--- config.mk ---
export PLATFORM = sky130hd
export DESIGN_NAME = blob_centroid_bbox_binner_top
export DESIGN_NICKNAME = d
export VERILOG_FILES = /design/src/rtl/bcbb_pkg.sv /design/src/rtl/bcbb_div.sv /design/src/rtl/bcbb_dp.sv /design/src/rtl/bcbb_ctrl.sv /design/src/rtl/blob_centroid_bbox_binner_top.sv
export VERILOG_INCLUDE_DIRS = /design/src /design/src/rtl
export SDC_FILE = /design/constraint.sdc
export NUM_CORES = 2
export LEC_CHECK = 0
export BUFFER_PORTS_ARGS = -buffer_cell sky130_fd_sc_hd__buf_2
export CAP_MARGIN = 10
export CORE_MARGIN = 4
export CORE_UTILIZATION = 66
export CTS_CLUSTER_DIAMETER = 80
export DETAILED_ROUTE_END_ITERATION = 10
export PLACE_DENSITY = 0.85
export SLEW_MARGIN = 20
export SYNTH_ARGS = -nofsm -noshare
export SYNTH_HDL_FRONTEND = slang
export SYNTH_SLANG_ARGS = --single-unit
--- constraint.sdc ---
create_clock -name clk -period 47.5 [get_ports clk]
set_input_delay 9.5 -clock clk [delete_from_list [all_inputs] [get_ports clk]]
set_output_delay 9.5 -clock clk [all_outputs]
set_load 0.005 [all_outputs]
--- src/rtl/blob_centroid_bbox_binner_top_assert.svh ---
// Assertion macros for the blob centroid and box binner.
// Used by modules that have clk and rst in scope; no other dependencies.
`ifndef BLOB_CENTROID_BBOX_BINNER_TOP_ASSERT_SVH
`define BLOB_CENTROID_BBOX_BINNER_TOP_ASSERT_SVH

// same-cycle implication
`define BCBB_IMPL(lbl, ante, cons) \
  lbl: assert property (@(posedge clk) disable iff (rst) (ante) |-> (cons)) \
    else $error("bcbb check failed");

// next-cycle implication
`define BCBB_NEXT(lbl, ante, cons) \
  lbl: assert property (@(posedge clk) disable iff (rst) (ante) |=> (cons)) \
    else $error("bcbb check failed");

`endif

--- src/rtl/bcbb_pkg.sv ---
// Shared types and constants for the blob centroid and box binner.
// No dependencies.
package bcbb_pkg;
  localparam int MAX_DIM    = 4096;
  localparam int MAX_LEVELS = 64;
  localparam int DIM_W      = 13;
  localparam int POS_W      = 12;
  localparam int LVL_W      = 7;
  localparam int CNT_W      = 25;
  localparam int SUM_W      = 36;
  localparam int NUM_W      = 37;
  localparam int DEN_W      = 26;
  localparam int ADDR_W     = 4;

  localparam logic [1:0] REG_WIDTH  = 2'd0;
  localparam logic [1:0] REG_HEIGHT = 2'd1;
  localparam logic [1:0] REG_MARGIN = 2'd2;
  localparam logic [1:0] REG_LEVELS = 2'd3;

  typedef enum logic [1:0] {
    OP_CX = 2'd0,
    OP_CY = 2'd1,
    OP_BX = 2'd2,
    OP_BY = 2'd3
  } div_op_t;

  typedef struct packed {
    logic    div_start;
    div_op_t div_op;
    logic    cap_en;
    logic    out_load;
  } cmd_t;

  typedef struct packed {
    logic snap_valid;
    logic found;
    logic edge_hit;
    logic div_busy;
    logic div_done;
    logic out_free;
  } sts_t;
endpackage

--- src/rtl/bcbb_div.sv ---
// Serial restoring divider, one quotient bit per cycle.
// Depends on bcbb_pkg.
module bcbb_div (
  input  logic                       clk,
  input  logic                       rst,
  input  logic                       start,
  input  logic [bcbb_pkg::NUM_W-1:0] num,
  input  logic [bcbb_pkg::DEN_W-1:0] den,
  output logic                       busy,
  output logic                       done,
  output logic [bcbb_pkg::NUM_W-1:0] quot
);
  import bcbb_pkg::*;

  localparam int CW = $clog2(NUM_W + 1);

  logic [NUM_W-1:0] num_sh;
  logic [DEN_W-1:0] den_r;
  logic [DEN_W-1:0] rem;
  logic [CW-1:0]    cnt;
  logic [DEN_W:0]   trial;
  logic             take;

  assign trial = {rem, num_sh[NUM_W-1]};
  assign take  = trial >= {1'b0, den_r};

  always_ff @(posedge clk) begin
    if (rst) begin
      busy <= 1'b0;
      done <= 1'b0;
      cnt  <= '0;
    end else begin
      done <= 1'b0;
      if (start) begin
        busy <= 1'b1;
        cnt  <= CW'(NUM_W);
      end else if (busy) begin
        cnt <= cnt - 1'b1;
        if (cnt == CW'(1)) begin
          busy <= 1'b0;
          done <= 1'b1;
        end
      end
    end
  end

  always_ff @(posedge clk) begin
    if (start) begin
      num_sh <= num;
      den_r  <= den;
      rem    <= '0;
      quot   <= '0;
    end else if (busy) begin
      num_sh <= {num_sh[NUM_W-2:0], 1'b0};
      rem    <= take ? DEN_W'(trial - {1'b0, den_r}) : DEN_W'(trial);
      quot   <= {quot[NUM_W-2:0], take};
    end
  end
endmodule

--- src/rtl/bcbb_dp.sv ---
// Datapath: config registers, pixel accumulators, frame snapshot, divider, result register.
// Depends on bcbb_pkg and bcbb_div.
module bcbb_dp (
  input  logic                         clk,
  input  logic                         rst,
  input  logic                         psel,
  input  logic                         penable,
  input  logic                         pwrite,
  input  logic [bcbb_pkg::ADDR_W-1:0]  paddr,
  input  logic [31:0]                  pwdata,
  output logic [31:0]                  prdata,
  input  logic                         in_valid,
  output logic                         in_ready,
  input  logic [7:0]                   mask_value,
  output logic                         out_valid,
  input  logic                         out_ready,
  output logic                         found,
  output logic                         near_edge,
  output logic [bcbb_pkg::POS_W-1:0]   center_x,
  output logic [bcbb_pkg::POS_W-1:0]   center_y,
  output logic [bcbb_pkg::POS_W-1:0]   box_min_x,
  output logic [bcbb_pkg::POS_W-1:0]   box_max_x,
  output logic [bcbb_pkg::POS_W-1:0]   box_min_y,
  output logic [bcbb_pkg::POS_W-1:0]   box_max_y,
  output logic [bcbb_pkg::CNT_W-1:0]   pixel_total,
  output logic [bcbb_pkg::LVL_W-1:0]   column_bin,
  output logic [bcbb_pkg::LVL_W-1:0]   row_bin,
  input  bcbb_pkg::cmd_t               cmd,
  output bcbb_pkg::sts_t               sts
);
  import bcbb_pkg::*;

  // config
  logic [DIM_W-1:0] image_width, image_height;
  logic [7:0]       edge_margin;
  logic [LVL_W-1:0] bin_levels;
  logic [DIM_W-1:0] w_eff, h_eff;
  logic [LVL_W-1:0] lv_eff;
  logic             cfg_wr;

  assign cfg_wr = psel & penable & pwrite;

  always_ff @(posedge clk) begin
    if (rst) begin
      image_width  <= DIM_W'(640);
      image_height <= DIM_W'(480);
      edge_margin  <= 8'd42;
      bin_levels   <= LVL_W'(5);
    end else if (cfg_wr) begin
      unique case (paddr[3:2])
        REG_WIDTH:  image_width  <= pwdata[DIM_W-1:0];
        REG_HEIGHT: image_height <= pwdata[DIM_W-1:0];
        REG_MARGIN: edge_margin  <= pwdata[7:0];
        REG_LEVELS: bin_levels   <= pwdata[LVL_W-1:0];
        default: ;
      endcase
    end
  end

  always_comb begin
    unique case (paddr[3:2])
      REG_WIDTH:  prdata = 32'(image_width);
      REG_HEIGHT: prdata = 32'(image_height);
      REG_MARGIN: prdata = 32'(edge_margin);
      REG_LEVELS: prdata = 32'(bin_levels);
      default:    prdata = '0;
    endcase
  end

  assign w_eff = (image_width == '0) ? DIM_W'(1) :
                 (image_width > DIM_W'(MAX_DIM)) ? DIM_W'(MAX_DIM) : image_width;
  assign h_eff = (image_height == '0) ? DIM_W'(1) :
                 (image_height > DIM_W'(MAX_DIM)) ? DIM_W'(MAX_DIM) : image_height;
  assign lv_eff = (bin_levels == '0) ? LVL_W'(1) :
                  (bin_levels > LVL_W'(MAX_LEVELS)) ? LVL_W'(MAX_LEVELS) : bin_levels;

  // accumulators
  logic [POS_W-1:0] col_pos, row_pos;
  logic [CNT_W-1:0] hit_count, hit_next;
  logic [SUM_W-1:0] col_sum, row_sum, col_sum_next, row_sum_next;
  logic [POS_W-1:0] min_col, max_col, min_row, max_row;
  logic [POS_W-1:0] min_col_next, max_col_next, min_row_next, max_row_next;
  logic             hit, last_col, last_row, frame_end, in_fire;

  assign hit       = mask_value != 8'd0;
  assign last_col  = ({1'b0, col_pos} + 1'b1) >= w_eff;
  assign last_row  = ({1'b0, row_pos} + 1'b1) >= h_eff;
  assign frame_end = last_col & last_row;
  assign in_ready  = !sts.snap_valid || !frame_end;
  assign in_fire   = in_valid & in_ready;

  always_comb begin
    hit_next     = hit_count;
    col_sum_next = col_sum;
    row_sum_next = row_sum;
    min_col_next = min_col;
    max_col_next = max_col;
    min_row_next = min_row;
    max_row_next = max_row;
    if (hit) begin
      hit_next     = hit_count + 1'b1;
      col_sum_next = col_sum + SUM_W'(col_pos);
      row_sum_next = row_sum + SUM_W'(row_pos);
      if (col_pos < min_col) min_col_next = col_pos;
      if (col_pos > max_col) max_col_next = col_pos;
      if (row_pos < min_row) min_row_next = row_pos;
      if (row_pos > max_row) max_row_next = row_pos;
    end
  end

  // snapshot of a finished frame
  logic             snap_valid;
  logic [CNT_W-1:0] s_hit;
  logic [SUM_W-1:0] s_col_sum, s_row_sum;
  logic [POS_W-1:0] s_min_col, s_max_col, s_min_row, s_max_row;

  always_ff @(posedge clk) begin
    if (rst) begin
      col_pos    <= '0;
      row_pos    <= '0;
      hit_count  <= '0;
      col_sum    <= '0;
      row_sum    <= '0;
      min_col    <= '1;
      max_col    <= '0;
      min_row    <= '1;
      max_row    <= '0;
      snap_valid <= 1'b0;
    end else begin
      if (cmd.out_load) snap_valid <= 1'b0;
      if (in_fire) begin
        col_pos <= last_col ? '0 : col_pos + 1'b1;
        if (last_col) row_pos <= last_row ? '0 : row_pos + 1'b1;
        if (frame_end) begin
          snap_valid <= 1'b1;
          hit_count  <= '0;
          col_sum    <= '0;
          row_sum    <= '0;
          min_col    <= '1;
          max_col    <= '0;
          min_row    <= '1;
          max_row    <= '0;
        end else begin
          hit_count <= hit_next;
          col_sum   <= col_sum_next;
          row_sum   <= row_sum_next;
          min_col   <= min_col_next;
          max_col   <= max_col_next;
          min_row   <= min_row_next;
          max_row   <= max_row_next;
        end
      end
    end
  end

  always_ff @(posedge clk) begin
    if (in_fire && frame_end) begin
      s_hit     <= hit_next;
      s_col_sum <= col_sum_next;
      s_row_sum <= row_sum_next;
      s_min_col <= min_col_next;
      s_max_col <= max_col_next;
      s_min_row <= min_row_next;
      s_max_row <= max_row_next;
    end
  end

  // edge test: max >= w - margin, rewritten as max + margin >= w; or min <= margin
  logic s_found, s_edge;
  assign s_found = s_hit != '0;
  assign s_edge  = ({2'b0, s_max_col} + 14'(edge_margin) >= {1'b0, w_eff}) ||
                   (s_min_col <= POS_W'(edge_margin));

  // divider and its operands
  logic [NUM_W-1:0] div_num, div_q;
  logic [DEN_W-1:0] div_den;
  logic             div_busy, div_done;
  logic [POS_W-1:0] cx_r, cy_r;
  logic [LVL_W-1:0] held_col_bin, held_row_bin, bin_val;

  always_comb begin
    unique case (cmd.div_op)
      OP_CX: begin
        div_num = {s_col_sum, 1'b0} + NUM_W'(s_hit);
        div_den = {s_hit, 1'b0};
      end
      OP_CY: begin
        div_num = {s_row_sum, 1'b0} + NUM_W'(s_hit);
        div_den = {s_hit, 1'b0};
      end
      OP_BX: begin
        div_num = NUM_W'(cx_r) * NUM_W'(lv_eff);
        div_den = DEN_W'(w_eff);
      end
      OP_BY: begin
        div_num = NUM_W'(cy_r) * NUM_W'(lv_eff);
        div_den = DEN_W'(h_eff);
      end
      default: begin
        div_num = '0;
        div_den = '0;
      end
    endcase
  end

  bcbb_div u_div (
    .clk   (clk),
    .rst   (rst),
    .start (cmd.div_start),
    .num   (div_num),
    .den   (div_den),
    .busy  (div_busy),
    .done  (div_done),
    .quot  (div_q)
  );

  // bin = q + 1, capped at levels
  assign bin_val = (div_q >= NUM_W'(lv_eff)) ? lv_eff : LVL_W'(div_q + 1'b1);

  always_ff @(posedge clk) begin
    if (cmd.cap_en && cmd.div_op == OP_CX) cx_r <= div_q[POS_W-1:0];
    if (cmd.cap_en && cmd.div_op == OP_CY) cy_r <= div_q[POS_W-1:0];
  end

  always_ff @(posedge clk) begin
    if (rst) begin
      held_col_bin <= '0;
      held_row_bin <= '0;
    end else if (cmd.cap_en) begin
      if (cmd.div_op == OP_BX) held_col_bin <= bin_val;
      if (cmd.div_op == OP_BY) held_row_bin <= bin_val;
    end
  end

  // result register
  always_ff @(posedge clk) begin
    if (rst) begin
      out_valid <= 1'b0;
    end else if (cmd.out_load) begin
      out_valid <= 1'b1;
    end else if (out_ready) begin
      out_valid <= 1'b0;
    end
  end

  always_ff @(posedge clk) begin
    if (cmd.out_load) begin
      found       <= s_found;
      near_edge   <= !s_found || s_edge;
      center_x    <= s_found ? cx_r : '0;
      center_y    <= s_found ? cy_r : '0;
      box_min_x   <= s_found ? s_min_col : '0;
      box_max_x   <= s_found ? s_max_col : '0;
      box_min_y   <= s_found ? s_min_row : '0;
      box_max_y   <= s_found ? s_max_row : '0;
      pixel_total <= s_hit;
      column_bin  <= held_col_bin;
      row_bin     <= held_row_bin;
    end
  end

  assign sts.snap_valid = snap_valid;
  assign sts.found      = s_found;
  assign sts.edge_hit   = s_edge;
  assign sts.div_busy   = div_busy;
  assign sts.div_done   = div_done;
  assign sts.out_free   = !out_valid || out_ready;
endmodule

--- src/rtl/bcbb_ctrl.sv ---
// End-of-frame sequencer: centroid divisions, bin divisions, result hand-off.
// Depends on bcbb_pkg and the assertion header.
`include "blob_centroid_bbox_binner_top_assert.svh"
module bcbb_ctrl (
  input  logic           clk,
  input  logic           rst,
  input  bcbb_pkg::sts_t sts,
  output bcbb_pkg::cmd_t cmd
);
  import bcbb_pkg::*;

  typedef enum logic [5:0] {
    S_IDLE = 6'b000001,
    S_CX   = 6'b000010,
    S_CY   = 6'b000100,
    S_BX   = 6'b001000,
    S_BY   = 6'b010000,
    S_OUT  = 6'b100000
  } state_t;

  state_t state, state_next;

  always_comb begin
    state_next    = state;
    cmd.div_start = 1'b0;
    cmd.div_op    = OP_CX;
    cmd.cap_en    = 1'b0;
    cmd.out_load  = 1'b0;
    unique case (state)
      S_IDLE: begin
        if (sts.snap_valid) begin
          if (sts.found) begin
            cmd.div_start = 1'b1;
            state_next    = S_CX;
          end else begin
            state_next = S_OUT;
          end
        end
      end
      S_CX: begin
        if (sts.div_done) begin
          cmd.cap_en = 1'b1;
          state_next = S_CY;
        end
      end
      S_CY: begin
        cmd.div_op = OP_CY;
        if (sts.div_done) begin
          cmd.cap_en = 1'b1;
          state_next = S_BX;
        end else if (!sts.div_busy) begin
          cmd.div_start = 1'b1;
        end
      end
      S_BX: begin
        cmd.div_op = OP_BX;
        if (sts.edge_hit) begin
          state_next = S_OUT;
        end else if (sts.div_done) begin
          cmd.cap_en = 1'b1;
          state_next = S_BY;
        end else if (!sts.div_busy) begin
          cmd.div_start = 1'b1;
        end
      end
      S_BY: begin
        cmd.div_op = OP_BY;
        if (sts.div_done) begin
          cmd.cap_en = 1'b1;
          state_next = S_OUT;
        end else if (!sts.div_busy) begin
          cmd.div_start = 1'b1;
        end
      end
      S_OUT: begin
        if (sts.out_free) begin
          cmd.out_load = 1'b1;
          state_next   = S_IDLE;
        end
      end
      default: state_next = S_IDLE;
    endcase
  end

  // a start in CY/BX/BY fires only on entry: divider goes busy next cycle
  logic started;
  always_ff @(posedge clk) begin
    if (rst) begin
      state   <= S_IDLE;
      started <= 1'b0;
    end else begin
      state   <= state_next;
      started <= 1'b0;
    end
  end

  `BCBB_IMPL(a_start_when_idle, cmd.div_start, !sts.div_busy && !started)
  `BCBB_IMPL(a_load_needs_slot, cmd.out_load, sts.out_free && sts.snap_valid)
  `BCBB_NEXT(a_load_returns_idle, cmd.out_load, state == S_IDLE && !sts.div_busy)
  `BCBB_IMPL(a_div_only_found, cmd.div_start, sts.found)
endmodule

--- src/rtl/blob_centroid_bbox_binner_top.sv ---
// Blob centroid / bounding-box binner, top level.
// Depends on bcbb_pkg, bcbb_dp, bcbb_ctrl.
//
// Takes a thresholded mask frame in raster order, one pixel per transaction,
// at one pixel per clock unless stalled. Nonzero pixels are counted, their
// column/row sums accumulated and the bounding box widened. On the last pixel
// of a frame the totals move to a snapshot and the accumulators clear, so the
// next frame streams in straight away. The snapshot is then worked through by
// a shared serial divider (one quotient bit per clock): centroid X and Y, and,
// when the box clears both side margins, the column and row bins. An empty
// frame skips the divisions. This work overlaps the next frame's pixels.
// The only stall is the last pixel of a frame arriving while the previous
// snapshot is still busy or still waits for the output register to free.
// Results sit in an output register; the next frame runs while one waits.
// Config (APB, pready always high): 0x0 width, 0x4 height, 0x8 edge margin,
// 0xC bin levels. Write only while idle.
module blob_centroid_bbox_binner_top (
  input  logic                        clk,
  input  logic                        rst,
  input  logic                        psel,
  input  logic                        penable,
  input  logic                        pwrite,
  input  logic [bcbb_pkg::ADDR_W-1:0] paddr,
  input  logic [31:0]                 pwdata,
  output logic [31:0]                 prdata,
  output logic                        pready,
  input  logic                        in_valid,
  output logic                        in_ready,
  input  logic [7:0]                  mask_value,
  output logic                        out_valid,
  input  logic                        out_ready,
  output logic                        found,
  output logic                        near_edge,
  output logic [bcbb_pkg::POS_W-1:0]  center_x,
  output logic [bcbb_pkg::POS_W-1:0]  center_y,
  output logic [bcbb_pkg::POS_W-1:0]  box_min_x,
  output logic [bcbb_pkg::POS_W-1:0]  box_max_x,
  output logic [bcbb_pkg::POS_W-1:0]  box_min_y,
  output logic [bcbb_pkg::POS_W-1:0]  box_max_y,
  output logic [bcbb_pkg::CNT_W-1:0]  pixel_total,
  output logic [bcbb_pkg::LVL_W-1:0]  column_bin,
  output logic [bcbb_pkg::LVL_W-1:0]  row_bin
);
  import bcbb_pkg::*;

  cmd_t cmd;
  sts_t sts;

  // no wait states on the register port
  assign pready = 1'b1;

  bcbb_dp u_dp (
    .clk         (clk),
    .rst         (rst),
    .psel        (psel),
    .penable     (penable),
    .pwrite      (pwrite),
    .paddr       (paddr),
    .pwdata      (pwdata),
    .prdata      (prdata),
    .in_valid    (in_valid),
    .in_ready    (in_ready),
    .mask_value  (mask_value),
    .out_valid   (out_valid),
    .out_ready   (out_ready),
    .found       (found),
    .near_edge   (near_edge),
    .center_x    (center_x),
    .center_y    (center_y),
    .box_min_x   (box_min_x),
    .box_max_x   (box_max_x),
    .box_min_y   (box_min_y),
    .box_max_y   (box_max_y),
    .pixel_total (pixel_total),
    .column_bin  (column_bin),
    .row_bin     (row_bin),
    .cmd         (cmd),
    .sts         (sts)
  );

  // sequencer for the end-of-frame divisions
  bcbb_ctrl u_ctrl (
    .clk (clk),
    .rst (rst),
    .sts (sts),
    .cmd (cmd)
  );
endmodule

# Word-level counts from Yosys, hierarchy flattened
# Cells that the tools add are included.
[totals]
reg_bits = 648
in_bits = 51
out_inout_bits = 148
elab_cells = 196
[classes]
add_sub_neg = 13
multipliers = 2
magnitude_cmp = 13
n_eq_ne = 19
n_mux = 65
n_bitwise = 5
n_reduce_logical = 33
[ops]
columns = ["operator", "n"]
rows = [
  ["two-way mux 12 bit", 14],
  ["case mux 37 bit (4 select lines)", 1],
  ["two-way mux 36 bit", 4],
  ["case mux 32 bit (4 select lines)", 1],
  ["case mux 26 bit (3 select lines)", 1],
  ["adder 37 x 25 -> 37 bit", 2],
  ["two-way mux 37 bit", 2],
  ["adder 36 x 12 -> 36 bit", 2],
  ["two-way mux 6 bit", 10],
  ["two-way mux 13 bit", 4],
  ["two-way mux 25 bit", 2],
  ["multiplier 12 x 7 -> 19 bit", 2],
  ["greater-or-equal comparator 37 x 7 -> 1 bit", 1],
  ["case mux 6 bit (6 select lines)", 1],
  ["greater-or-equal comparator 27 x 26 -> 1 bit", 1],
  ["adder 12 x 1 -> 13 bit, second input constant", 2],
  ["greater-or-equal comparator 13 bit", 2],
  ["greater-than comparator 13 bit, second input constant", 2],
  ["zero test 13 bit", 2],
  ["two-way mux 26 bit", 1],
  ["subtractor 26 bit", 1],
  ["adder 25 x 1 -> 25 bit, second input constant", 1],
  ["nonzero test 25 bit", 1],
  ["adder 12 x 1 -> 12 bit, second input constant", 2],
  ["other kinds (36)", 88],
]

# Depth between registers and ports, before layout
[depth]
word_depth = 9
ltp_mapped = 23
depth_no_buf = 22

# Modules after synthesis
# A second synthesis with hierarchy kept.
[hier_totals]
hier_cells = 3899
hier_area_um2 = 39086.2
[by_module_without_submodules]
columns = ["mod", "n_inst", "cells_each", "area_each_um2", "seq_area_each_um2"]
rows = [
  ["bcbb_dp", 1, 3233, 32083.3, 12992.5],
  ["bcbb_div", 1, 606, 6521.3, 3313.2],
  ["bcbb_ctrl", 1, 58, 470.5, 120.1],
  ["blob_centroid_bbox_binner_top", 1, 2, 11.3, 0.0],
]

# Worst setup path before layout
# No wires, ideal clock.
[synth_path]
path_kind = "input port to flip-flop"
start = "in in_valid"
end = "reg u_dp.min_col[10]"
setup_ns = 0.062
arrival_ns = 21.772
required_ns = 47.438
slack_ns = 25.666
cell_stages = 4
path_buffers = 1
path_cell_list = "nor3b_1 -> nor2_1 -> clkbuf_1 -> nand2_1"
[synth_between]
elab_chain_cells = 1
[synth_lines]
columns = ["item", "line", "text"]
rows = [
  ["from (decl)", "blob_centroid_bbox_binner_top.sv:27", "input logic in_valid,"],
  ["bitwise AND 1 bit", "bcbb_dp.sv:90", "assign in_fire = in_valid & in_ready;"],
  ["to (signal assigned)", "bcbb_dp.sv:147", "min_col <= min_col_next;"],
  ["to (decl)", "bcbb_dp.sv:81", "logic [POS_W-1:0] min_col, max_col, min_row, max_row;"],
]
# Every way passes these cells.
# A chain may end at the register's enable or synchronous reset.

# Worst setup path after layout
[layout_path]
start = "in paddr[2] (netlist name)"
end = "out prdata[3]"
[layout_between]
elab_chain_cells = 2
elab_cells_between_ends = 5
[layout_lines]
columns = ["item", "line", "text"]
rows = [
  ["from (decl)", "blob_centroid_bbox_binner_top.sv:23", "input logic [bcbb_pkg::ADDR_W-1:0] paddr,"],
  ["equality test 2 bit (tied with other cells)", "bcbb_dp.sv:61", "unique case (paddr[3:2])"],
  ["case mux 32 bit (4 select lines) (*)", "bcbb_dp.sv:61", ""],
  ["to (decl)", "blob_centroid_bbox_binner_top.sv:25", "output logic [31:0] prdata,"],
]
# Mark *: on every way between the ends. The rest lies on a longest branch, timed or not. The select of a mux whose other input is x is not followed.

==> results.md <==
* Layout fillers at 3971
* Synthesized cell area at 0.03874 mm2
* Largest net degree at the start of global routing at 149
* First-pass detailed-route iteration total at 8
* Setup crit start kind: input port
* Worst ir drop on vdd at 30.79 uV
* Initial antenna violation count at 1
* Max cap viols at 0
* Total length of routed wires at 97.72 mm
* Worst r2r path cells at 24
* Initial cell density of the core at 66.89%
* Crit end category: primary output
* Antenna-violating nets left at 0
* Layout cells sized above 1 at 8.997%
* Simple-gate share of the synthesized area at 17.52%
* Power density over the cells at 31.35 mW/mm2
* Port Buffer Count at 157
* Yosys Warn Count at 0
* WP data arrival at 10.69 ns
* Achievable Freq at 49.53 MHz
* Required @ worst endpoint at 38.00 ns
* XOR/XNOR Fraction of Synth Area at 4.409%
* GPL Wtd Cong at 0.9079
* Die footprint at 0.06264 mm2
* Vias in the first global route at 29453
* Setup bufs post-CTS at 0
* Final worst slack at 27.31 ns
* Core area at 0.05792 mm2
* Post-Synth Adder-Cell Area at 13.79%
* Largest family of logic cells by synthesized area: simple AND/OR/NAND/NOR gates
* Fin crit period at 20.19 ns
* Post-Layout Inst Area at 0.04244 mm2
* Hold Path Stages at 0
* Die width at 250.3 um
* Clock-pin slew on the worst setup and hold paths at 0.06 ns
* Status: completed
* Yosys cell types at 94
* Top post-synthesis cells by area: edfxtp_1, dfxtp_1, ha_1
* CP most frequent cell: buf_2
* Slowest CP cell: mux4_2
* Internal at 991.5 uW
* Synth Instances at 4008
* Worst Max-Slew Pin Slew at 1.107 ns
* Mux cell area share after synthesis at 3.375%
* Pleak at 0.01791 uW
* Ys async rst share at 0%
* Synth top cells by count: nand2_1, edfxtp_1, dfxtp_1
* Register area share after synthesis at 42.40%
* Endpoints failing hold at 0
* CTS tree: done
* Switch Pwr at 338.9 uW
* Worst path cell trace: buf_2 > mux4_2 > buf_2
* Total grt overflow at 0
* Syn avg cell area at 9.665 um2
* Hold wc startpoint: u_dp.held_row_bin[2]
* Pre-CTS setup slack at 27.30 ns
* EDFF count, synth at 345
* Total Neg Setup Slack at 0 ns
* Layout area overhead at 9.544%
* N_diodes at 0
* Drt via density at 6.207
* Post-synth top area share at 26.74%
* R2R Path End: u_dp.u_div.num_sh[14]
* Largest area contributor in the netlist: edfxtp_1
* GR Util All Layers at 30.50%
* Sinks on the clock net at 648
* Row cnt at 88
* Synth Flop Type: edfxtp_1
* Comb power frac at 12.6%
* Total number of vias at 30551
* Area post-placement at 0.04006 mm2
* Final net count at 4517
* Critical Path Fanout Max at 19
* R2R Setup Slk at 40.40 ns
* Share of power burned in registers at 45.5%
* Clock insertion delay at the later pin of the skew report at 0.61 ns
* HPWL after DPL at 67.39 mm
* Crit Path Class: in2out
* Final worst-path cycle share at 42.51%
* Hold Path Sink: u_dp.row_bin[2]
* Die Ht at 250.3 um
* Worst min path class: reg2reg
* Clock skew at 0.03102 ns
* Total I/O pin count at 199
* RR Startpoint: u_dp.s_max_col[0]
* Post-route DRC at 0
* Compound-Gate Fraction of Synth Area at 13.79%
* H-tree depth at 3
* DR iter-0 viols at 3177
* Most numerous cell in the Yosys netlist: nand2_1
* Drt wl/cell at 19.85 um
* Clock power frac at 41.9%
* Rel. slew slack at 26.03%
* Clk buf depth at 3
* Clk root buf: clkbuf_16
* Seq cells post-synth at 648
* RSZ-0062 raised after global routing: no
* Final setup violation count at 0
* CP peak stage delay at 0.61 ns
* Post-CTS sizing at 0
* First-pass GRT wire length at 156.0 mm
* Inserted Clock Buffers at 69
* CTS Hold Bufs at 0
* Net Sw Frac at 25.47%
* Max-slew violation count at 0
==> state kept, by name (all words and copies together) (netlist names), 25 cells and up <==
register	cells
u_dp.u_div.quot	37
u_dp.s_col_sum	36
u_dp.row_sum	36
u_dp.u_div.num_sh	37
u_dp.u_div.den_r	26
u_dp.hit_count	25
u_dp.u_div.rem	26
u_dp.s_hit	25
u_dp.col_sum	36
u_dp.s_row_sum	36
u_dp.pixel_total	25
==> kinds of logic (layout without fill, tap and decap cells) <==
logic type      count (synthesis)  count (layout)
simple gates                 1397            1397
compound gates                830             830
flops                         648             648
buf+inv                       451             582
fa+ha+maj                     365             365
xor+xnor                      195             195
mux                           120             120
other cells                     2              20
==> cell type report <==
class	count	area (um2)	area share, %
inverter	257	965.9	2.276
timing repair buffer	198	1129	2.660
tap	765	957.2	2.256
clock inverter	32	380.4	0.8963
multi-input combinational	2927	20610	48.58
clock buffer	95	1959	4.617
sequential	648	16430	38.72
==> per-layer routing <==
metal / vias up / share of wire (%) / track usage (%)
met2: 1329 / 48 / 50.51
met4: 2 / 4.6 / 13.12
li1: 14300 / - / -
met1: 14625 / 40 / 40.20
met5: - / 0.011 / 0
met3: 295 / 7.9 / 4.735
==> cell usage in the layout (no fill, tap or decap), types with 106 or more instances in the layout <==
| cell type | n |
|---|---|
| buf_2 | 156 |
| dfxtp_1 | 302 |
| o21ai_0 | 233 |
| nor2_1 | 235 |
| and2_1 | 128 |
| nor2b_1 | 106 |
| edfxtp_1 | 345 |
| inv_1 | 256 |
| ha_1 | 262 |
| nand2_1 | 536 |
| a21oi_1 | 213 |
| xnor2_1 | 108 |
==> critical path: cells and delay by family <==
family | cells | cell delay, ns
multiplexers | 1 | 0.61
buffers and inverters | 2 | 0.58
==> how the worst max path moves through the flow <==
stage	from	end	cells past startpoint
after floorplan	in_valid	u_dp.min_col[10]	4
after global placement	paddr[2]	prdata[0]	3
after detailed placement	paddr[2]	prdata[3]	3
after CTS	paddr[2]	prdata[3]	3
after global routing	paddr[2]	prdata[3]	3
final	paddr[2]	prdata[3]	3
==> through the flow <==
stage               std cells  hold slack [ns]  util [%]  total power [uW]
floorplan                4026           0.4080         -             744.5
global placement         4794           0.4168     69.16             775.2
detailed placement       4794           0.4174     69.16             779.4
CTS                      4921           0.4342     73.20              1333
global route             4922           0.4453     73.27              1381
finish                   4922           0.4313     73.27              1330
==> power by group through the flow <==
| stage | registers (uW) | logic [uW] | clock network, uW |
|---|---|---|---|
| finish | 605 | 168 | 557 |
| global route | 606 | 188 | 587 |
| CTS | 605 | 166 | 563 |
| detailed placement | 616 | 163 | 0 |
| global placement | 616 | 159 | 0 |
| floorplan | 613 | 131 | 0 |
No activity file was read; power rests on OpenSTA's default activity.
